--- config.mk ---
export PLATFORM = sky130hd
export DESIGN_NAME = ipv4_tcp_udp_header_parser_flat
export DESIGN_NICKNAME = d
export VERILOG_FILES = /design/src/ihp_pkg.sv /design/src/ihp_if.sv /design/src/ipv4_tcp_udp_header_parser.sv /design/src/flat_wrapper.sv
export SDC_FILE = /design/constraint.sdc
export NUM_CORES = 1
export LEC_CHECK = 0
export BUFFER_PORTS_ARGS = -buffer_cell sky130_fd_sc_hd__buf_4
export CORE_AREA = 2 2 261 263
export CTS_CLUSTER_DIAMETER = 30
export DETAILED_ROUTE_END_ITERATION = 12
export DIE_AREA = 0 0 263 265
export PLACE_DENSITY = 0.56
export SLEW_MARGIN = 10
export SYNTH_ARGS = -nofsm -noshare
export SYNTH_HDL_FRONTEND = slang
export SYNTH_SLANG_ARGS = --single-unit
--- constraint.sdc ---
create_clock -name clock -period 10.25 [get_ports clock]
set_input_delay 1.025 -clock clock [delete_from_list [all_inputs] [get_ports clock]]
set_output_delay 1.025 -clock clock [all_outputs]
set_load 0.01 [all_outputs]
--- src/ihp_pkg.sv ---
// Shared types, codes and constants for the IPv4 TCP/UDP header parser.
// No dependencies; the top level imports this package.
`timescale 1ns / 1ps

package ihp_pkg;

   // Default saturation point of the captured length
   localparam int IHP_MAX_FRAME = 65536;

   // Link types
   localparam logic [1:0] LINK_ETH  = 2'd0;
   localparam logic [1:0] LINK_NULL = 2'd1;
   localparam logic [1:0] LINK_RAW  = 2'd2;
   localparam logic [1:0] LINK_NONE = 2'd3;

   // Verdict codes
   localparam logic [2:0] VERDICT_TCP       = 3'd0;
   localparam logic [2:0] VERDICT_UDP       = 3'd1;
   localparam logic [2:0] VERDICT_TRUNC     = 3'd2;
   localparam logic [2:0] VERDICT_NOT_IPV4  = 3'd3;
   localparam logic [2:0] VERDICT_BAD_IP    = 3'd4;
   localparam logic [2:0] VERDICT_BAD_TCP   = 3'd5;
   localparam logic [2:0] VERDICT_EMPTY     = 3'd6;
   localparam logic [2:0] VERDICT_OTHER     = 3'd7;

   // Header constants
   localparam logic [15:0] ETHERTYPE_IPV4 = 16'h0800;
   localparam logic [3:0]  ETH_HDR_LEN    = 4'd14;
   localparam logic [3:0]  NULL_HDR_LEN   = 4'd4;
   localparam logic [3:0]  RAW_HDR_LEN    = 4'd0;
   localparam logic [3:0]  IP_VERSION_4   = 4'd4;
   localparam int          IP_MIN_HDR     = 20;
   localparam int          TCP_MIN_HDR    = 20;
   localparam int          UDP_HDR_LEN    = 8;
   localparam logic [7:0]  PROTO_TCP      = 8'd6;
   localparam logic [7:0]  PROTO_UDP      = 8'd17;

   // Byte offsets within the IP header and transport header
   localparam int IP_OFS_PROTO   = 9;
   localparam int IP_OFS_SRC_LO  = 12;
   localparam int IP_OFS_SRC_HI  = 15;
   localparam int IP_OFS_DST_LO  = 16;
   localparam int IP_OFS_DST_HI  = 19;
   localparam int ETH_OFS_TYPE_0 = 12;
   localparam int ETH_OFS_TYPE_1 = 13;
   localparam int L4_OFS_SPORT   = 1;
   localparam int L4_OFS_DPORT   = 3;
   localparam int L4_OFS_ULEN    = 5;
   localparam int L4_OFS_TCPOFF  = 12;

   typedef struct packed {
      logic [2:0]  verdict;
      logic [7:0]  protocol;
      logic [31:0] src_ip;
      logic [31:0] dst_ip;
      logic [15:0] src_port;
      logic [15:0] dst_port;
      logic [7:0]  payload_offset;
      logic [15:0] payload_length;
   } rsp_data_type;

   // Start of the IP header for a link type
   function automatic logic [3:0] ip_base(input logic [1:0] lt);
      logic [3:0] b;
      case (lt)
         LINK_ETH:  b = ETH_HDR_LEN;
         LINK_NULL: b = NULL_HDR_LEN;
         default:   b = RAW_HDR_LEN;
      endcase
      return b;
   endfunction

endpackage

--- src/ihp_if.sv ---
// Valid/ready channel interfaces of the IPv4 TCP/UDP header parser:
// request (frame bytes), response (verdict record) and register write.
`timescale 1ns / 1ps

interface ihp_req_if;
   logic       valid;
   logic       ready;
   logic [7:0] data_byte;
   logic       last_byte;

   modport source (output valid, output data_byte, output last_byte, input ready);
   modport sink   (input valid, input data_byte, input last_byte, output ready);
endinterface

interface ihp_rsp_if;
   logic        valid;
   logic        ready;
   logic [2:0]  verdict;
   logic [7:0]  protocol;
   logic [31:0] src_ip;
   logic [31:0] dst_ip;
   logic [15:0] src_port;
   logic [15:0] dst_port;
   logic [7:0]  payload_offset;
   logic [15:0] payload_length;

   modport source (output valid, output verdict, output protocol, output src_ip,
                   output dst_ip, output src_port, output dst_port,
                   output payload_offset, output payload_length, input ready);
   modport sink   (input valid, input verdict, input protocol, input src_ip,
                   input dst_ip, input src_port, input dst_port,
                   input payload_offset, input payload_length, output ready);
endinterface

interface ihp_csr_if;
   logic       valid;
   logic       ready;
   logic [1:0] link_type;

   modport source (output valid, output link_type, input ready);
   modport sink   (input valid, input link_type, output ready);
endinterface

--- src/ipv4_tcp_udp_header_parser.sv ---
// Top level of the IPv4 TCP/UDP header parser.
// Depends on ihp_pkg (codes, constants, result record) and ihp_if.sv (channels).
`timescale 1ns / 1ps

// The parser takes a captured frame one byte per request, with last_byte set on
// the final byte, and returns one response per frame carrying the verdict, the
// IPv4 protocol and addresses, the transport ports and the payload window. Each
// request only advances the frame position and captures header fields; the
// verdict for a frame is formed in the same cycle as its last byte and
// registered. Requests are taken back to back; a two-entry output stage
// (result register plus skid register) lets the next frame stream in while a
// verdict waits for the sink, and req ready drops only when both entries are
// held. The captured length counts bytes and saturates at MAX_FRAME; bytes
// beyond it are dropped. link_type is written through the csr channel, which
// is always ready; write it only between frames. Link type 3 rejects every
// frame with verdict 7 and all other fields zero.
module ipv4_tcp_udp_header_parser #(
   parameter int MAX_FRAME = ihp_pkg::IHP_MAX_FRAME
) (
   input logic         clock,
   input logic         reset,
   ihp_req_if.sink     req_chan,
   ihp_rsp_if.source   rsp_chan,
   ihp_csr_if.sink     csr_chan
);
   import ihp_pkg::*;

   // Position counter holds 0..MAX_FRAME; arithmetic width also covers 16-bit fields
   localparam int PW = $clog2(MAX_FRAME + 1);
   localparam int CW = ((PW > 16) ? PW : 16) + 1;
   localparam logic [PW-1:0] MAX_POS = PW'(MAX_FRAME);

   // Per-frame state
   logic [PW-1:0] pos_ff,   pos_in;
   logic [15:0]   etype_ff, etype_in;
   logic [7:0]    vihl_ff,  vihl_in;
   logic [7:0]    proto_ff, proto_in;
   logic [31:0]   sip_ff,   sip_in;
   logic [31:0]   dip_ff,   dip_in;
   logic [15:0]   sport_ff, sport_in;
   logic [15:0]   dport_ff, dport_in;
   logic [15:0]   ulen_ff,  ulen_in;
   logic [7:0]    toff_ff,  toff_in;
   logic [1:0]    link_ff;

   // Output stage
   rsp_data_type  out_ff, skid_ff, rsp_in;
   logic          out_vld_ff, skid_vld_ff;

   logic          req_fire, push, pop;
   logic          in_range;
   logic [3:0]    base;
   logic [CW-1:0] idx, base_w, r, s, ihl_w;
   logic [5:0]    ihl_upd, ihl_n, doff;
   logic [CW-1:0] caplen, t, poff, plen, dl, ulen_w;
   logic          show_ip, show_ports;

   assign req_fire      = req_chan.valid & req_chan.ready;
   assign push          = req_fire & req_chan.last_byte;
   assign pop           = out_vld_ff & rsp_chan.ready;
   assign req_chan.ready = ~skid_vld_ff;
   assign csr_chan.ready = 1'b1;

   // Field capture: place the byte by its position and the current link type
   always_comb begin
      in_range = pos_ff < MAX_POS;
      base     = ip_base(link_ff);
      idx      = CW'(pos_ff);
      base_w   = CW'(base);
      r        = idx - base_w;
      pos_in   = in_range ? (pos_ff + PW'(1)) : pos_ff;
      etype_in = etype_ff;
      vihl_in  = vihl_ff;
      proto_in = proto_ff;
      sip_in   = sip_ff;
      dip_in   = dip_ff;
      sport_in = sport_ff;
      dport_in = dport_ff;
      ulen_in  = ulen_ff;
      toff_in  = toff_ff;
      ihl_upd  = 6'd0;
      ihl_w    = '0;
      s        = '0;
      if (in_range) begin
         if (link_ff == LINK_ETH &&
             (idx == CW'(ETH_OFS_TYPE_0) || idx == CW'(ETH_OFS_TYPE_1))) begin
            etype_in = {etype_ff[7:0], req_chan.data_byte};
         end
         if (idx >= base_w) begin
            if (r == '0) begin
               vihl_in = req_chan.data_byte;
            end else if (r == CW'(IP_OFS_PROTO)) begin
               proto_in = req_chan.data_byte;
            end else if (r >= CW'(IP_OFS_SRC_LO) && r <= CW'(IP_OFS_SRC_HI)) begin
               sip_in = {sip_ff[23:0], req_chan.data_byte};
            end else if (r >= CW'(IP_OFS_DST_LO) && r <= CW'(IP_OFS_DST_HI)) begin
               dip_in = {dip_ff[23:0], req_chan.data_byte};
            end
            ihl_upd = {vihl_in[3:0], 2'b00};
            ihl_w   = CW'(ihl_upd);
            s       = r - ihl_w;
            if (ihl_upd >= 6'(IP_MIN_HDR) && r >= ihl_w) begin
               if (s <= CW'(L4_OFS_SPORT)) begin
                  sport_in = {sport_ff[7:0], req_chan.data_byte};
               end else if (s <= CW'(L4_OFS_DPORT)) begin
                  dport_in = {dport_ff[7:0], req_chan.data_byte};
               end else if (s <= CW'(L4_OFS_ULEN)) begin
                  ulen_in = {ulen_ff[7:0], req_chan.data_byte};
               end else if (s == CW'(L4_OFS_TCPOFF)) begin
                  toff_in = req_chan.data_byte;
               end
            end
         end
      end
   end

   // Verdict from the state as it stands after this byte
   always_comb begin
      caplen     = CW'(pos_in);
      ihl_n      = {vihl_in[3:0], 2'b00};
      t          = base_w + CW'(ihl_n);
      doff       = {toff_in[7:4], 2'b00};
      ulen_w     = CW'(ulen_in);
      poff       = '0;
      plen       = '0;
      dl         = '0;
      show_ip    = 1'b0;
      show_ports = 1'b0;
      rsp_in.verdict = VERDICT_OTHER;
      if (link_ff == LINK_NONE) begin
         rsp_in.verdict = VERDICT_OTHER;
      end else if (caplen < base_w) begin
         rsp_in.verdict = VERDICT_TRUNC;
      end else if (link_ff == LINK_ETH && etype_in != ETHERTYPE_IPV4) begin
         rsp_in.verdict = VERDICT_NOT_IPV4;
      end else if (caplen < base_w + CW'(IP_MIN_HDR)) begin
         rsp_in.verdict = VERDICT_TRUNC;
      end else if (ihl_n < 6'(IP_MIN_HDR) || vihl_in[7:4] != IP_VERSION_4) begin
         rsp_in.verdict = VERDICT_BAD_IP;
      end else if (proto_in == PROTO_TCP) begin
         if (caplen < t + CW'(TCP_MIN_HDR)) begin
            rsp_in.verdict = VERDICT_TRUNC;
         end else begin
            show_ip    = 1'b1;
            show_ports = 1'b1;
            if (doff < 6'(TCP_MIN_HDR)) begin
               rsp_in.verdict = VERDICT_BAD_TCP;
            end else if (caplen <= t + CW'(doff)) begin
               rsp_in.verdict = VERDICT_EMPTY;
            end else begin
               rsp_in.verdict = VERDICT_TCP;
               poff = t + CW'(doff);
               plen = caplen - poff;
            end
         end
      end else if (proto_in == PROTO_UDP) begin
         if (caplen < t + CW'(UDP_HDR_LEN)) begin
            rsp_in.verdict = VERDICT_TRUNC;
         end else begin
            show_ip    = 1'b1;
            show_ports = 1'b1;
            dl = caplen - t - CW'(UDP_HDR_LEN);
            // Clip to the datagram length field when it is sane
            if (ulen_w >= CW'(UDP_HDR_LEN) && (ulen_w - CW'(UDP_HDR_LEN)) < dl) begin
               dl = ulen_w - CW'(UDP_HDR_LEN);
            end
            if (dl == '0) begin
               rsp_in.verdict = VERDICT_EMPTY;
            end else begin
               rsp_in.verdict = VERDICT_UDP;
               poff = t + CW'(UDP_HDR_LEN);
               plen = dl;
            end
         end
      end else begin
         show_ip        = 1'b1;
         rsp_in.verdict = VERDICT_OTHER;
      end
      rsp_in.protocol       = show_ip ? proto_in : 8'd0;
      rsp_in.src_ip         = show_ip ? sip_in : 32'd0;
      rsp_in.dst_ip         = show_ip ? dip_in : 32'd0;
      rsp_in.src_port       = show_ports ? sport_in : 16'd0;
      rsp_in.dst_port       = show_ports ? dport_in : 16'd0;
      rsp_in.payload_offset = poff[7:0];
      rsp_in.payload_length = (plen[CW-1:16] != '0) ? 16'hFFFF : plen[15:0];
   end

   // Frame state: advance on every byte, clear after the last one
   always_ff @(posedge clock) begin
      if (reset || push) begin
         pos_ff   <= '0;
         etype_ff <= '0;
         vihl_ff  <= '0;
         proto_ff <= '0;
         sip_ff   <= '0;
         dip_ff   <= '0;
         sport_ff <= '0;
         dport_ff <= '0;
         ulen_ff  <= '0;
         toff_ff  <= '0;
      end else if (req_fire) begin
         pos_ff   <= pos_in;
         etype_ff <= etype_in;
         vihl_ff  <= vihl_in;
         proto_ff <= proto_in;
         sip_ff   <= sip_in;
         dip_ff   <= dip_in;
         sport_ff <= sport_in;
         dport_ff <= dport_in;
         ulen_ff  <= ulen_in;
         toff_ff  <= toff_in;
      end
   end

   // Link type register
   always_ff @(posedge clock) begin
      if (reset) begin
         link_ff <= LINK_ETH;
      end else if (csr_chan.valid && csr_chan.ready) begin
         link_ff <= csr_chan.link_type;
      end
   end

   // Output stage: result register backed by a skid register
   always_ff @(posedge clock) begin
      if (reset) begin
         out_vld_ff  <= 1'b0;
         skid_vld_ff <= 1'b0;
      end else if (pop) begin
         if (skid_vld_ff) begin
            skid_vld_ff <= 1'b0;
         end else begin
            out_vld_ff <= push;
         end
      end else if (push) begin
         if (out_vld_ff) begin
            skid_vld_ff <= 1'b1;
         end else begin
            out_vld_ff <= 1'b1;
         end
      end
   end

   always_ff @(posedge clock) begin
      if (pop && skid_vld_ff) begin
         out_ff <= skid_ff;
      end else if (push && (pop || !out_vld_ff)) begin
         out_ff <= rsp_in;
      end
      if (push && out_vld_ff && !pop) begin
         skid_ff <= rsp_in;
      end
   end

   assign rsp_chan.valid          = out_vld_ff;
   assign rsp_chan.verdict        = out_ff.verdict;
   assign rsp_chan.protocol       = out_ff.protocol;
   assign rsp_chan.src_ip         = out_ff.src_ip;
   assign rsp_chan.dst_ip         = out_ff.dst_ip;
   assign rsp_chan.src_port       = out_ff.src_port;
   assign rsp_chan.dst_port       = out_ff.dst_port;
   assign rsp_chan.payload_offset = out_ff.payload_offset;
   assign rsp_chan.payload_length = out_ff.payload_length;

   // Skid entry only fills behind a held result
   assert property (@(posedge clock) disable iff (reset) skid_vld_ff |-> out_vld_ff)
      else $error("skid register holds a response without the result register");

   // Position saturates at the frame limit
   assert property (@(posedge clock) disable iff (reset) pos_ff <= MAX_POS)
      else $error("frame position beyond limit");

   // A last byte restarts the frame
   assert property (@(posedge clock) disable iff (reset) push |=> pos_ff == '0)
      else $error("frame state not cleared after last byte");

   // A payload verdict always carries a nonempty payload
   assert property (@(posedge clock) disable iff (reset)
      (out_vld_ff && (out_ff.verdict == VERDICT_TCP || out_ff.verdict == VERDICT_UDP))
         |-> out_ff.payload_length != 16'd0)
      else $error("payload verdict with zero length");

   // Truncated responses carry no ports
   assert property (@(posedge clock) disable iff (reset)
      (out_vld_ff && out_ff.verdict == VERDICT_TRUNC)
         |-> (out_ff.src_port == 16'd0 && out_ff.dst_port == 16'd0))
      else $error("truncated verdict with ports");

endmodule
--- src/flat_wrapper.sv ---
// flat-port wrapper written by rule: the top's interface ports become plain ports
module ipv4_tcp_udp_header_parser_flat import ihp_pkg::*;
#(
   parameter int MAX_FRAME = ihp_pkg::IHP_MAX_FRAME
)
  (clock, reset, req_chan_valid, req_chan_data_byte, req_chan_last_byte, req_chan_ready, rsp_chan_valid, rsp_chan_verdict, rsp_chan_protocol, rsp_chan_src_ip, rsp_chan_dst_ip, rsp_chan_src_port, rsp_chan_dst_port, rsp_chan_payload_offset, rsp_chan_payload_length, rsp_chan_ready, csr_chan_valid, csr_chan_link_type, csr_chan_ready);
  ihp_req_if req_chan_i ();
  ihp_rsp_if rsp_chan_i ();
  ihp_csr_if csr_chan_i ();
  input logic clock;
  input logic reset;
  input wire logic [$bits(req_chan_i.valid)-1:0] req_chan_valid;
  input wire logic [$bits(req_chan_i.data_byte)-1:0] req_chan_data_byte;
  input wire logic [$bits(req_chan_i.last_byte)-1:0] req_chan_last_byte;
  output wire logic [$bits(req_chan_i.ready)-1:0] req_chan_ready;
  output wire logic [$bits(rsp_chan_i.valid)-1:0] rsp_chan_valid;
  output wire logic [$bits(rsp_chan_i.verdict)-1:0] rsp_chan_verdict;
  output wire logic [$bits(rsp_chan_i.protocol)-1:0] rsp_chan_protocol;
  output wire logic [$bits(rsp_chan_i.src_ip)-1:0] rsp_chan_src_ip;
  output wire logic [$bits(rsp_chan_i.dst_ip)-1:0] rsp_chan_dst_ip;
  output wire logic [$bits(rsp_chan_i.src_port)-1:0] rsp_chan_src_port;
  output wire logic [$bits(rsp_chan_i.dst_port)-1:0] rsp_chan_dst_port;
  output wire logic [$bits(rsp_chan_i.payload_offset)-1:0] rsp_chan_payload_offset;
  output wire logic [$bits(rsp_chan_i.payload_length)-1:0] rsp_chan_payload_length;
  input wire logic [$bits(rsp_chan_i.ready)-1:0] rsp_chan_ready;
  input wire logic [$bits(csr_chan_i.valid)-1:0] csr_chan_valid;
  input wire logic [$bits(csr_chan_i.link_type)-1:0] csr_chan_link_type;
  output wire logic [$bits(csr_chan_i.ready)-1:0] csr_chan_ready;
  assign req_chan_i.valid = req_chan_valid;
  assign req_chan_i.data_byte = req_chan_data_byte;
  assign req_chan_i.last_byte = req_chan_last_byte;
  assign req_chan_ready = req_chan_i.ready;
  assign rsp_chan_valid = rsp_chan_i.valid;
  assign rsp_chan_verdict = rsp_chan_i.verdict;
  assign rsp_chan_protocol = rsp_chan_i.protocol;
  assign rsp_chan_src_ip = rsp_chan_i.src_ip;
  assign rsp_chan_dst_ip = rsp_chan_i.dst_ip;
  assign rsp_chan_src_port = rsp_chan_i.src_port;
  assign rsp_chan_dst_port = rsp_chan_i.dst_port;
  assign rsp_chan_payload_offset = rsp_chan_i.payload_offset;
  assign rsp_chan_payload_length = rsp_chan_i.payload_length;
  assign rsp_chan_i.ready = rsp_chan_ready;
  assign csr_chan_i.valid = csr_chan_valid;
  assign csr_chan_i.link_type = csr_chan_link_type;
  assign csr_chan_ready = csr_chan_i.ready;
  ipv4_tcp_udp_header_parser #(.MAX_FRAME(MAX_FRAME)) u_core (.clock(clock), .reset(reset), .req_chan(req_chan_i), .rsp_chan(rsp_chan_i), .csr_chan(csr_chan_i));
endmodule
==> results by group <==
Run status
  • Status: finished, final reports clean

Power and ir drop
  • Pint: 0.00413 W
  • Sequential share of power: 34.4%
  • Switching fraction of total power: 24.5%
  • Clock power frac: 54.7%
  • Psw: 0.00134 W
  • Leak Pwr: 10.9 nW
  • Maximum vdd ir drop: 128 uV
  • Combinational power share: 10.9%
  • PD cells: 189 nW/um^2

Clocking
  • Max Root-Sink Buffers: 3
  • Clock-pin slew on the worst setup and hold paths: 0.05 ns
  • CTS tree: done
  • Clk sinks: 429
  • CTS Buf Count: 90
  • Root buffer cell: clkbuf_16
  • H-tree depth: 3
  • Cts hold-fix bufs: 0
  • Clock latency on the worst-skew pair: 0.63 ns

Layout
  • Nets: 2718
  • Share of post-route cells with drive strength above 1: 17.5%
  • Layout area overhead: 23.9%
  • Footprint of the multi-input gates: 11300 um^2
  • Reg area: 11200 um^2
  • Final cell count without fillers: 3573
  • Fillers: 6457

Yosys
  • Yosys top cell area share: 33.5%
  • Top_reg_cell synth: edfxtp_1
  • Sequential fraction of the synthesis area: 48.0%
  • Cell variety after synth: 90
  • Mapped Area: 23300 um^2
  • Synthesized flop and latch total: 429
  • Post-synth top area cell: edfxtp_1
  • Avg Cell Area, Syn: 9.43 um^2
  • Syn Inst Count: 2471
  • Post-Syn Nets: 2567
  • Synth warn: 0
  • Top post-synthesis cells by area: edfxtp_1, dfxtp_1, nand2_1
  • Post-synth EDFFs: 260
  • Synth async-reset ratio: 0%

STA
  • Worst Skew: 0.0304 ns
  • Final hold slack: 0.447 ns
  • Fmax: 103 MHz
  • Hold Violations, Final: 0
  • Pins Over Slew Limit: 0
  • Endpoints failing setup: 0
  • Min cycle time layout: 9.71 ns
  • Worst-Margin Slew: 1.15 ns
  • Slew HR: 23.4%
  • Final period utilization: 94.7%

Setup path
  • R2r endpoint: u_core.rsp_chan.payload_length[4]
  • CP endpoint kind: flip-flop
  • Max incr delay on CP: 0.61 ns
  • Cell family with most CP delay: simple AND/OR/NAND/NOR gates
  • Most used cell, CP: ha_1
  • Worst Setup Start Kind: flip-flop
  • R2R cell count: 39
  • Crit Path Max Fanout: 15
  • Critical Path RT: 10.59 ns
  • Crit path kind: reg -> reg
  • R2R Setup Slk: 0.54 ns
  • CP max stage cell: or4_1
  • Worst Path Arrival: 10.05 ns
  • Reg2Reg Launch Point: u_core.link_ff[0]
  • Worst Path Buf+Inv: 5

Placed design
  • Placed cell count: 3402
  • Routability congestion estimate: 0.889
  • HPWL after detailed placement: 48.2 mm
  • # port buffers: 147

Hold path
  • HP Start: u_core.sport_ff[10]
  • Worst hold path class: reg -> reg
  • Hold depth: 2
  • Hold Path End: u_core.sport_ff[10]

Floorplan
  • Cell row count: 95
  • Chip height: 265 um
  • DIE WIDTH: 263 um
  • Starting density of the core: 34.9%
  • Core area: 66800 um^2
  • I/O pin total: 150
  • Full die area: 69700 um^2

Global routing
  • Pin count of the biggest net entering global routing: 200
  • Vias in the first global route: 18600
  • Initial antenna violation count: 1
  • Overall global routing resource usage: 19.6%
  • First-pass GRT wire length: 108 mm
  • Remaining Overflow, GRT: 0

Routing
  • # DRC: 0
  • Via count: 18900
  • First DRT Iteration DRCs: 1480
  • Routed wire length: 69.3 mm
  • Antenna-violating nets left: 0
  • Routed WL per cell: 19.4 um
  • Vias/cell: 5.29
  • Pre-antenna DRT Iters: 5

Flow run
  • Max capacitance violation total: 0
## metal layers
| metal | vias to the layer above | GRT usage, % | routed length (um) |
|---|---|---|---|
| met2 | 493 | 31.5 | 31900 |
| met1 | 9119 | 25.7 | 31200 |
| met4 | 2 | 8.46 | 2460 |
| li1 | 9164 | - | - |
| met5 | - | 0 | 13 |
| met3 | 136 | 3.95 | 3780 |
## cell usage after synthesis (16+ instances only)
cell type  count
a211oi_1      25
a21o_1        18
a21oi_1      186
and2_1        16
and3_1        19
buf_2         18
clkbuf_1     141
dfxtp_1      169
edfxtp_1     260
ha_1          74
inv_1         63
mux2i_1      142
nand2_1      451
nand2b_1      19
nand3_1       41
nand4_1       22
nor2_1       237
nor2b_1       20
nor3_1        41
o21ai_0       56
o31ai_1      113
xnor2_1       51
xor2_1        37
## power by group through the flow
stage	clock network [W]	registers, W	logic [W]
after floorplan	0	0.00192	0.000333
after detailed placement	0	0.00191	0.000583
after CTS	0.00304	0.00188	0.000587
after global placement	0	0.00191	0.000582
final	0.00299	0.00188	0.000594
after global routing	0.00313	0.00188	0.000651
## flip-flops by register name, indices dropped and copies added (netlist names), 16 cells and up
name and cells:
u_core.etype_ff 16, u_core.rsp_chan.dst_ip 32, u_core.ulen_ff 16, u_core.skid_ff 130, u_core.rsp_chan.payload_length 16, u_core.dport_ff 16, u_core.rsp_chan.dst_port 16, u_core.dip_ff 32
u_core.sport_ff 16, u_core.rsp_chan.src_port 16, u_core.pos_ff 17, u_core.rsp_chan.src_ip 32, u_core.sip_ff 32
## per-stage QoR
stage / instance area (um^2) / worst slack [ns] / utilization, % / TNS [ns] / power, W
floorplan: 23300 / 0.0444 / - / 0 / 0.00225
global placement: 25600 / 0.288 / 38.3 / 0 / 0.00249
detailed placement: 25600 / 0.142 / 38.3 / 0 / 0.00249
CTS: 28700 / 0.128 / 43.0 / 0 / 0.00551
global route: 28900 / -0.0523 / 43.2 / -0.420 / 0.00566
finish: 28900 / 0.545 / 43.2 / 0 / 0.00546
## worst register-to-register path, delay by kind of cell (launching register included)
| family | cells | cell delay, ns |
|---|---|---|
| fa+ha+maj | 6 | 1.94 |
| compound gates | 13 | 2.65 |
| flops | 1 | 0.34 |
| mux | 3 | 0.78 |
| simple gates | 12 | 3.02 |
| buf+inv | 5 | 0.69 |
## final cells by class
class,count,area share [%]
Clock inverter,57,2.66
Antenna cell,1,0.00867
Sequential cell,429,38.8
Clock buffer,112,8.30
Multi-Input combinational cell,1800,39.3
Timing Repair Buffer,238,6.32
Tap cell,873,3.79
Inverter,63,0.820
## worst max-delay path by stage
stage / slack, ns / depth (start not counted) / endpoint / start
detailed placement: 0.14 / 38 / u_core.rsp_chan.payload_length[10] / u_core.link_ff[0]
global placement: 0.29 / 38 / u_core.rsp_chan.payload_length[10] / u_core.link_ff[0]
floorplan: 0.04 / 48 / u_core.skid_ff[18] / u_core.link_ff[1]
CTS: 0.13 / 38 / u_core.rsp_chan.payload_length[10] / u_core.link_ff[0]
global route: -0.05 / 43 / u_core.rsp_chan.payload_offset[6] / u_core.link_ff[0]
finish: 0.54 / 39 / u_core.rsp_chan.payload_length[4] / u_core.link_ff[0]
## placed cells by master, fill, tap and decap left out, drive strengths merged, types with 13 or more instances in the layout
master / n
nand3: 41
nor2: 238
xnor2: 51
clkinv: 31
buf: 238
dfxtp: 169
clkbuf: 112
or2: 14
nor4: 20
o21a: 16
nand2: 451
xor2: 37
a211oi: 27
o21ai: 68
a21oi: 188
nand4: 23
inv: 68
a21o: 18
nand2b: 19
mux2i: 142
nor2b: 20
and2: 16
and3: 19
o211ai: 13
o31ai: 119
edfxtp: 260
nor3: 45
ha: 74
bufinv: 15
## kinds of logic (layout without fill, tap and decap cells)
| logic type | after synthesis | in the layout | share of synthesized area (%) |
|---|---|---|---|
| simple gates | 955 | 955 | 18.6 |
| compound gates | 525 | 525 | 14.8 |
| flops | 429 | 429 | 48.0 |
| buf+inv | 242 | 470 | 4.19 |
| mux | 150 | 150 | 6.49 |
| xor+xnor | 88 | 88 | 3.31 |
| fa+ha+maj | 80 | 80 | 4.49 |
| other cells | 2 | 3 | 0.0322 |
## timing repair
action / CTS / global route
setup endpoints to repair: 0 / 52
setup buffers: 0 / 1
resized for setup: 0 / 22
No activity file was read; power rests on OpenSTA's default activity.
